===== config.mk =====
export PLATFORM = sky130hd
export DESIGN_NAME = trs_fifo
export DESIGN_NICKNAME = d
export VERILOG_FILES = /design/src/sv/trs_pkg.sv /design/src/sv/trs_fifo.sv
export SDC_FILE = /design/constraint.sdc
export NUM_CORES = 1
export LEC_CHECK = 0
export ABC_AREA = 0
export BUFFER_PORTS_ARGS = -buffer_cell sky130_fd_sc_hd__buf_2
export CAP_MARGIN = 20
export CORE_MARGIN = 2
export CORE_UTILIZATION = 23
export CTS_BUF_LIST = sky130_fd_sc_hd__clkbuf_8 sky130_fd_sc_hd__clkbuf_16
export DETAILED_ROUTE_END_ITERATION = 10
export GPL_ROUTABILITY_DRIVEN = 0
export PLACE_DENSITY_LB_ADDON = 0.3
export SETUP_SLACK_MARGIN = 0.05
export SYNTH_ARGS = -nofsm -noshare
export SYNTH_HDL_FRONTEND = slang
export SYNTH_SLANG_ARGS = --single-unit

===== constraint.sdc =====
create_clock -name clock -period 1.6 [get_ports clock]
set_input_delay 0.16 -clock clock [delete_from_list [all_inputs] [get_ports clock]]
set_output_delay 0.16 -clock clock [all_outputs]
set_load 0.02 [all_outputs]

===== src/sv/trs_pkg.sv =====
// Shared types and constants for the triangle raster scan shader.
// Depends on nothing; trs_front, trs_fifo, trs_back and the top level refer to it by scoped names.
`default_nettype none
package trs_pkg;
   localparam int CoordBits = 12;
   localparam int CsrAddrBits = 5;
   localparam logic [2:0] RegV0Pos = 3'd0;
   localparam logic [2:0] RegV1Pos = 3'd1;
   localparam logic [2:0] RegV2Pos = 3'd2;
   localparam logic [2:0] RegV0Col = 3'd3;
   localparam logic [2:0] RegV1Col = 3'd4;
   localparam logic [2:0] RegV2Col = 3'd5;

   typedef struct packed {
      logic [11:0] pixel_x;
      logic [11:0] pixel_y;
      logic        covered;
      logic [7:0]  red;
      logic [7:0]  green;
      logic [7:0]  blue;
      logic        last_pixel;
      logic        scan_idle;
   } rsp_type;

   typedef struct packed {
      logic        idle;
      logic        last;
      logic [11:0] x;
      logic [11:0] y;
   } job_type;
endpackage
`default_nettype wire


===== src/sv/trs_fifo.sv =====
// Two-entry queue between the front and back parts.
// Depends on trs_pkg for the job type.
`default_nettype none
module trs_fifo (
   input  wire logic         clock,
   input  wire logic         reset,
   input  wire logic         in_valid,
   output logic              in_ready,
   input  wire trs_pkg::job_type in_data,
   output logic              out_valid,
   input  wire logic         out_ready,
   output trs_pkg::job_type  out_data
);
   trs_pkg::job_type mem_ff [2];
   logic       wp_ff, rp_ff;
   logic [1:0] cnt_ff, cnt_in;
   logic       wr, rd;

   assign in_ready  = cnt_ff != 2'd2;
   assign out_valid = cnt_ff != 2'd0;
   assign out_data  = mem_ff[rp_ff];
   assign wr = in_valid && in_ready;
   assign rd = out_valid && out_ready;
   assign cnt_in = cnt_ff + {1'b0, wr} - {1'b0, rd};

   always_ff @(posedge clock) begin
      if (wr) mem_ff[wp_ff] <= in_data;
      if (reset) begin
         wp_ff <= 1'b0; rp_ff <= 1'b0; cnt_ff <= '0;
      end else begin
         if (wr) wp_ff <= !wp_ff;
         if (rd) rp_ff <= !rp_ff;
         cnt_ff <= cnt_in;
      end
   end

   assert property (@(posedge clock) disable iff (reset) cnt_ff <= 2'd2)
      else $error("queue count overflow");
endmodule
`default_nettype wire


Word level (Yosys, flattened, before mapping)
Memory sizes are Yosys's and may differ from the RTL's. A register that Yosys moved wholly into a read port is not among the register bits.
Cells that the tools add are included.

word-level totals
  bits in registers = 4
  bits in latches = 0
  memory bits (writable) = 52
  memory bits (read-only) = 0
  bits of input ports = 30
  output and inout port bits = 28
  word-level logic and storage cells = 16
  memories = 1

memory list
  memory  words  width  read ports  clocked after Yosys merged registers in  wr ports  line            source
  mem_ff  2      26     1           1                                        1         trs_fifo.sv:14  trs_pkg::job_type mem_ff [2];

operators by class
  add/sub/neg operators = 2
  $mul = 0
  div/mod/pow operators = 0
  $lt $le $gt $ge = 0
  eq/ne operators = 1
  shift operators = 0
  mux-type cells = 4
  bitwise operators = 0
  reduce and logical (&&, ||, !) cells = 5

operators by type and width
  operator            count
  $mux 1              4
  $add 2x1->2         1
  $logic_and 1x1->1   2
  $logic_not 1->1     2
  $ne 2x2->1 const B  1
  $reduce_bool 2->1   1
  $sub 2x1->2         1

Logic depth before layout (Yosys ltp)
Gate-level depths: netlist of run 1.

  depth after elaboration = 4
  depth in mapped cells = 6
  mapped depth without buffers = 6

Worst setup path before layout of run 1
Ideal clock, no wire load.

  path kind = reg2reg
  start point = register cnt_ff[0]
  end point = memory mem_ff[1][0] (netlist bit) (enable)
  library setup time = 0.385 ns
  arrival time = 1.426 ns
  required time = 1.215 ns
  setup slack = -0.211 ns
  stages on the path, launching flop included = 3
  path buffers = 0
  clock period less this slack = 1.811 ns
  cell sequence = dfxtp_1 -> nand2b_1 -> and3_1

between the ends
  longest elaborated chain between the ends = 4

RTL lines
  element                       line            source
  start: declaration            trs_fifo.sv:16  logic [1:0] cnt_ff, cnt_in;
  start signal: assignment      trs_fifo.sv:33  cnt_ff <= cnt_in;
  $ne 2x2->1                    trs_fifo.sv:19  assign in_ready = cnt_ff != 2'd2;
  via in_ready                  trs_fifo.sv:8   output logic in_ready,
  $logic_and 1x1->1             trs_fifo.sv:22  assign wr = in_valid && in_ready;
  $mux 1                        trs_fifo.sv:27  if (wr) mem_ff[wp_ff] <= in_data;
  $mux 1 (implied by the code)  trs_fifo.sv:27
  end: declaration              trs_fifo.sv:14

The timed path passes the listed nets, and every way through them passes these cells.

==> flow_metrics.env, run 1 <==
export IMPL_multiInputGateArea_um2=571
export IMPL_critPathCaptureType="primary output"
export IMPL_timing_critical_path_from_type="register"
export IMPL_wl_per_cell_um=13.9
export IMPL_run_status="finished clean"
export IMPL_cts_sink_count=57
export IMPL_report_final_slew_viol_count=0
export IMPL_critPathTopFamily="flip-flops"
export IMPL_layout_drive_gt1_share=0.540
export IMPL_dpl_cell_count=281
export IMPL_ant_nets=0
export IMPL_slowest_stage="dfxtp_4"
export IMPL_drtPass1Iterations=4
export IMPL_cts_htree_levels=3
export IMPL_die_width_um=100
export IMPL_share_clk_of_total_power=0.259
export IMPL_max_freq_mhz=651
export IMPL_grt_antenna_before_repair=0
export IMPL_final_setup_viol_count=0
export IMPL_crit_path_cell_trace="buf_16 -> mux2_4 -> buf_6"
export IMPL_grt_remaining_overflow=0
export IMPL_timing_hold_worst_class="input pin to register"
export IMPL_synth_seq_area_share=0.776
export IMPL_tritoncts="built"
export IMPL_final_hold_violation_count=0
export IMPL_vias=1317
export IMPL_crit_arrival_ns=1.38
export IMPL_core_mm2=0.00915
export IMPL_p_sw_mw=1.36
export IMPL_grt_setup_unrepaired="yes"
export IMPL_vdd_ir_drop_worst_uv=639
export IMPL_proportion_of_total_power_due_to_net_switching=0.296
export IMPL_layout_cells_most_common="edfxtp_1"
export IMPL_power_report_internal_total_mw=3.23
export IMPL_number_of_clock_buffers_inserted_by_tritoncts=9
export IMPL_nNetsFinal=239
export IMPL_dpl_instance_area_mm2=0.00262
export IMPL_timing_setup_critical_path_class="register to primary output"
export IMPL_reg2reg_slack_ns=0.22
export IMPL_post_cts_setup_buffer_count=0
export IMPL_post_route_util=0.370
export IMPL_start_util=0.234
export IMPL_top_library_cells_by_usage_in_the_layout_fill_and_taps_aside="52 x edfxtp_1, 31 x buf_2, 26 x mux2_4, 26 x buf_6, 25 x dlygate4sd3_1"
export IMPL_die_h_um=100
export IMPL_number_of_synthesized_register_bits=57
export IMPL_detailedPlace_worstSlack_ns=0.0999
export IMPL_syn_avg_cell_area_um2=19.5
export IMPL_top_level_ports=58
export IMPL_layoutNonFillerInstCount=324
export IMPL_synth_warning_count=0
export IMPL_layout_area_seq_mm2=0.00167
export IMPL_cts_root_buffer_cell="clkbuf_8"
export IMPL_cts_max_path_buffers=2
export IMPL_dp_hpwl_mm=2.58
export IMPL_fin_ws_ns=0.0628
export IMPL_power_share_sequential=0.411
export IMPL_power_combinational_fraction=0.330
export IMPL_drt_initial_drc_count=22
export IMPL_diodes=0
export IMPL_final_design_area_no_fill_mm2=0.00338
export IMPL_min_period_over_period=0.961
export IMPL_grt_start_max_net_pins=17
export IMPL_crit_buf_inv=2
export IMPL_routed_wirelength_mm=4.50
export IMPL_place_port_buffers=57
export IMPL_power_density_mw_per_mm2=1360
export IMPL_clock_skew_ns=0.00478
export IMPL_synth_distinct_cells=24
export IMPL_die_area_mm2=0.0101
export IMPL_floorplan_rows=35
export IMPL_syn_inst=110
export IMPL_path_clk_slew_ns=0.07
export IMPL_mappedNetlistArea_mm2=0.00214
export IMPL_worst_slew_margin_rel=0.766
export IMPL_worst_skew_pair_late_latency_ns=0.33
export IMPL_syn_nets=141
export IMPL_first_global_vias=1353
export IMPL_worst_path_maximum_fanout=13
export IMPL_period_minus_slack_ns=1.54
export IMPL_syn_to_final_growth_pct=58.0
export IMPL_fill_count=890
export IMPL_grt_first_pass_wirelength_mm=6.80
export IMPL_globalRouteTotalUtil=0.0950
export IMPL_post_layout_total_power_mw=4.59
export IMPL_cpPeakStageDelay_ns=0.41
export IMPL_worst_ep_required_time_ns=1.44
export IMPL_drcViolationCount=0
export IMPL_p_leak_nw=1.31
export IMPL_route_detailed_vias_per_inst=4.06
export IMPL_tightest_slew_ns=0.347
export IMPL_cap_violations=0
[cell families after synthesis]
logic type / Yosys count / share of synthesized area
AO/OA/AOI/OAI: 6 / 0.0205
XOR/XNOR: 1 / 0.00409
adder cells (fa/ha/maj): 1 / 0.00584
buffers and inverters: 4 / 0.0111
flip-flops: 57 / 0.776
multiplexers: 26 / 0.137
AND/OR/NAND/NOR: 15 / 0.0456
[registers in the layout, summed over array words and instances, names as in the netlist, named ones only]
register	cells
mem_ff	52
cnt_ff	2
wp_ff	1
rp_ff	1
[repair_timing]
| item | in CTS | in global routing |
|---|---|---|
| gates cloned | 1 | 1 |
| hold endpoints to repair | 50 | 0 |
| resized for setup | 52 | 32 |
| hold buffers | 25 | 0 |
| setup endpoints to repair | 26 | 27 |
| pin swaps | 0 | 1 |
[worst paths after layout]
kind / from / end / cells past startpoint
max: register / out_data[12] / 3
min: in_data[6] / mem_ff[0][6] / 1
max reg2reg: cnt_ff[0] / mem_ff[0][6] / 4
min reg2reg: rp_ff / rp_ff / 2
[worst reg2reg max path, cell delays in order, from the launching register on]
cell and delay [ns]:
dfxtp_1 0.42, nand2b_2 0.19, nand3b_1 0.14, clkinvlp_4 0.12
buf_4 0.20
[cells in the mapped netlist]
library cell  number  share of area
xor2_1             1         0.0041
or2_1              1         0.0029
nor3_2             1         0.0047
o21ai_1            1         0.0023
and3_1             2         0.0058
buf_4              2         0.0070
mux2_1            26           0.14
o21ai_0            1         0.0023
nand2b_1           1         0.0029
nor2b_1            2         0.0058
edfxtp_1          52           0.73
nor4_1             1         0.0029
buf_2              1         0.0023
nor4bb_2           1         0.0076
o31a_1             1         0.0041
a21bo_1            1         0.0047
o21ba_1            1         0.0047
inv_1              1         0.0018
ha_1               1         0.0058
nor2_1             4         0.0070
nand3b_1           1         0.0035
nand3_1            1         0.0023
dfxtp_1            5          0.047
a21oi_1            1         0.0023
[area by class of cell]
cell class	count	area share
Sequential cell	57	0.492
Tap cell	111	0.0411
Multi-Input combinational cell	49	0.169
Clock buffer	9	0.0366
Timing Repair Buffer	90	0.243
Inverter	1	0.00222
Clock inverter	7	0.0163
[layer usage]
metal / GRT usage / routed length, µm
met5: 0 / 0
met4: 0.0601 / 55
met3: 0.0430 / 208
met2: 0.147 / 2290
met1: 0.107 / 1940
[stage by stage]
stage	TNS, ns	hold WS [ns]
after floorplan	0	0.229
after global placement	0	0.348
after detailed placement	0	0.351
after CTS	-0.000122	0.00121
after global routing	-0.0262	0.00158
final	0	0.0297
[power groups by stage]
stage	clock network, mW	registers (mW)	logic, mW
5_1_grt	1.32	1.90	1.61
3_5_place_dp	0	1.89	0.990
3_3_place_gp	0	1.89	0.991
6_report	1.19	1.89	1.52
4_1_cts	1.25	1.88	1.33
2_1_floorplan	0	1.88	0.635
(Power assumes the default switching activity.)
==> run 2, diff against run 1 <==
Settings changed: GPL_TIMING_DRIVEN from default to 0, SETUP_SLACK_MARGIN 0.05 to 0.3.
Clock period 1.6 ns to 1.9 ns, I/O delays scaled along.
==> flow_metrics.env, run 2 (same netlist as run 1, synthesis figures left out) <==
export IMPL_drtPass1Iterations=5
export IMPL_total_negative_setup_slacks_ns=0
export IMPL_layout_cells_most_common="edfxtp_1"
export IMPL_dp_hpwl_mm=2.52
export IMPL_route_detailed_vias_per_inst=4.04
export IMPL_globalRouteTotalUtil=0.0865
export IMPL_top_regs="mem_ff x52, cnt_ff x2"
export IMPL_max_flop_register="mem_ff"
export IMPL_power_density_mw_per_mm2=1250
export IMPL_final_setup_viol_count=0
export IMPL_timing_setup_critical_path_class="register to primary output"
export IMPL_p_sw_mw=1.12
export IMPL_crit_arrival_ns=1.40
export IMPL_syn_to_final_growth_pct=48.1
export IMPL_power_report_internal_total_mw=2.84
export IMPL_place_port_buffers=57
export IMPL_grt_first_pass_wirelength_mm=6.18
export IMPL_power_combinational_fraction=0.322
export IMPL_grt_antenna_before_repair=0
export IMPL_timing_hold_worst_class="input pin to register"
export IMPL_final_hold_violation_count=0
export IMPL_core_mm2=0.00915
export IMPL_worst_skew_pair_late_latency_ns=0.34
export IMPL_clock_skew_ns=0.00973
export IMPL_ant_nets=0
export IMPL_grt_start_max_net_pins=27
export IMPL_drcViolationCount=0
export IMPL_worst_path_maximum_fanout=6
export IMPL_nNetsFinal=217
export IMPL_cts_htree_levels=3
export IMPL_dpl_instance_area_mm2=0.00257
export IMPL_p_leak_nw=1.22
export IMPL_period_minus_slack_ns=1.59
export IMPL_critPathCaptureType="primary output"
export IMPL_path_clk_slew_ns=0.07
export IMPL_report_final_slew_viol_count=0
export IMPL_fill_count=892
export IMPL_layout_drive_gt1_share=0.607
export IMPL_number_of_clock_buffers_inserted_by_tritoncts=9
export IMPL_worst_ep_required_time_ns=1.71
export IMPL_die_area_mm2=0.0101
export IMPL_run_status="finished clean"
export IMPL_cap_violations=0
export IMPL_max_freq_mhz=627
export IMPL_share_clk_of_total_power=0.279
export IMPL_grt_setup_unrepaired="yes"
export IMPL_largest_reg_flops=52
export IMPL_timing_critical_path_from_type="register"
export IMPL_top_level_ports=58
export IMPL_min_period_over_period=0.839
export IMPL_start_util=0.234
export IMPL_die_width_um=100
export IMPL_die_h_um=100
export IMPL_grt_remaining_overflow=0
export IMPL_hold_buffers=0
export IMPL_drt_initial_drc_count=21
export IMPL_worst_slew_margin_rel=0.734
export IMPL_vias=1220
export IMPL_post_layout_total_power_mw=3.96
export IMPL_dpl_cell_count=278
export IMPL_diodes=0
export IMPL_routed_wirelength_mm=4.34
export IMPL_cts_root_buffer_cell="clkbuf_8"
export IMPL_first_global_vias=1220
export IMPL_vdd_ir_drop_worst_uv=364
export IMPL_tightest_slew_ns=0.399
export IMPL_power_share_sequential=0.399
export IMPL_cts_max_path_buffers=2
export IMPL_hold_ws_ns=0.0349
export IMPL_cts_sink_count=57
export IMPL_tritoncts="built"
export IMPL_layoutNonFillerInstCount=302
export IMPL_wl_per_cell_um=14.4
export IMPL_top_library_cells_by_usage_in_the_layout_fill_and_taps_aside="52 x edfxtp_1, 32 x buf_2, 25 x mux2_4"
export IMPL_proportion_of_total_power_due_to_net_switching=0.284
export IMPL_final_design_area_no_fill_mm2=0.00317
export IMPL_floorplan_rows=35
[run 2: changes by cell type in the layout (fill, tap and decap cells not counted), moves of 2 or more]
cell           delta
buf_4             +2
inv_6             -2
dfxtp_2           +2
buf_6             -3
buf_12            +2
dlygate4sd3_1    -25
[run 2: what timing repair did]
item,4_1_cts,5_1_grt
gates resized for setup,14,76
setup buffers,5,0
gates cloned,1,2
setup endpoints to repair,77,27
[run 2: final timing paths]
check,startpoint,cells past startpoint,slack [ns],end
max,register,4,0.31,out_data[5]
min,in_data[17],1,0.03,mem_ff[1][17]
max reg2reg,cnt_ff[0],4,0.41,mem_ff[0][25]
min reg2reg,rp_ff,2,0.53,register
[run 2: critical path, stage by stage, from the launching register on]
cell	delay [ns]
dfxtp_2	0.34
buf_12	0.14
clkbuf_16	0.16
mux2_4	0.30
buf_6	0.13
[run 2: metal layers]
metal,wire length [µm],vias to the layer above,GRT usage
met5,0,-,0
met4,107,0,0.0569
met3,214,9,0.0381
met2,2190,34,0.136
met1,1830,595,0.0945
li1,-,582,-
[run 2: stage by stage]
step	utilization	setup slack, ns
2_1_floorplan	-	0.341
3_3_place_gp	0.281	0.0869
3_5_place_dp	0.281	0.113
4_1_cts	0.313	0.233
5_1_grt	0.346	0.256
6_report	0.346	0.305
[run 2: power by group through the flow]
stage               Combinational (mW)  Clock, mW  Sequential [mW]
floorplan                        0.533          0             1.58
global placement                 0.787          0             1.59
detailed placement               0.790          0             1.60
CTS                              0.905       1.16             1.57
global route                      1.35       1.21             1.59
finish                            1.27       1.11             1.58
[run 2: area by class of cell]
class | count | area, µm² | area share
timing repair inverter | 1 | 7.51 | 0.00237
tap | 111 | 139 | 0.0438
inverter | 1 | 7.51 | 0.00237
clock buffer | 9 | 124 | 0.0391
multi-input combinational | 49 | 563 | 0.178
clock inverter | 7 | 71.3 | 0.0225
buffer | 3 | 60.1 | 0.0189
timing repair buffer | 64 | 534 | 0.169
sequential | 57 | 1660 | 0.525
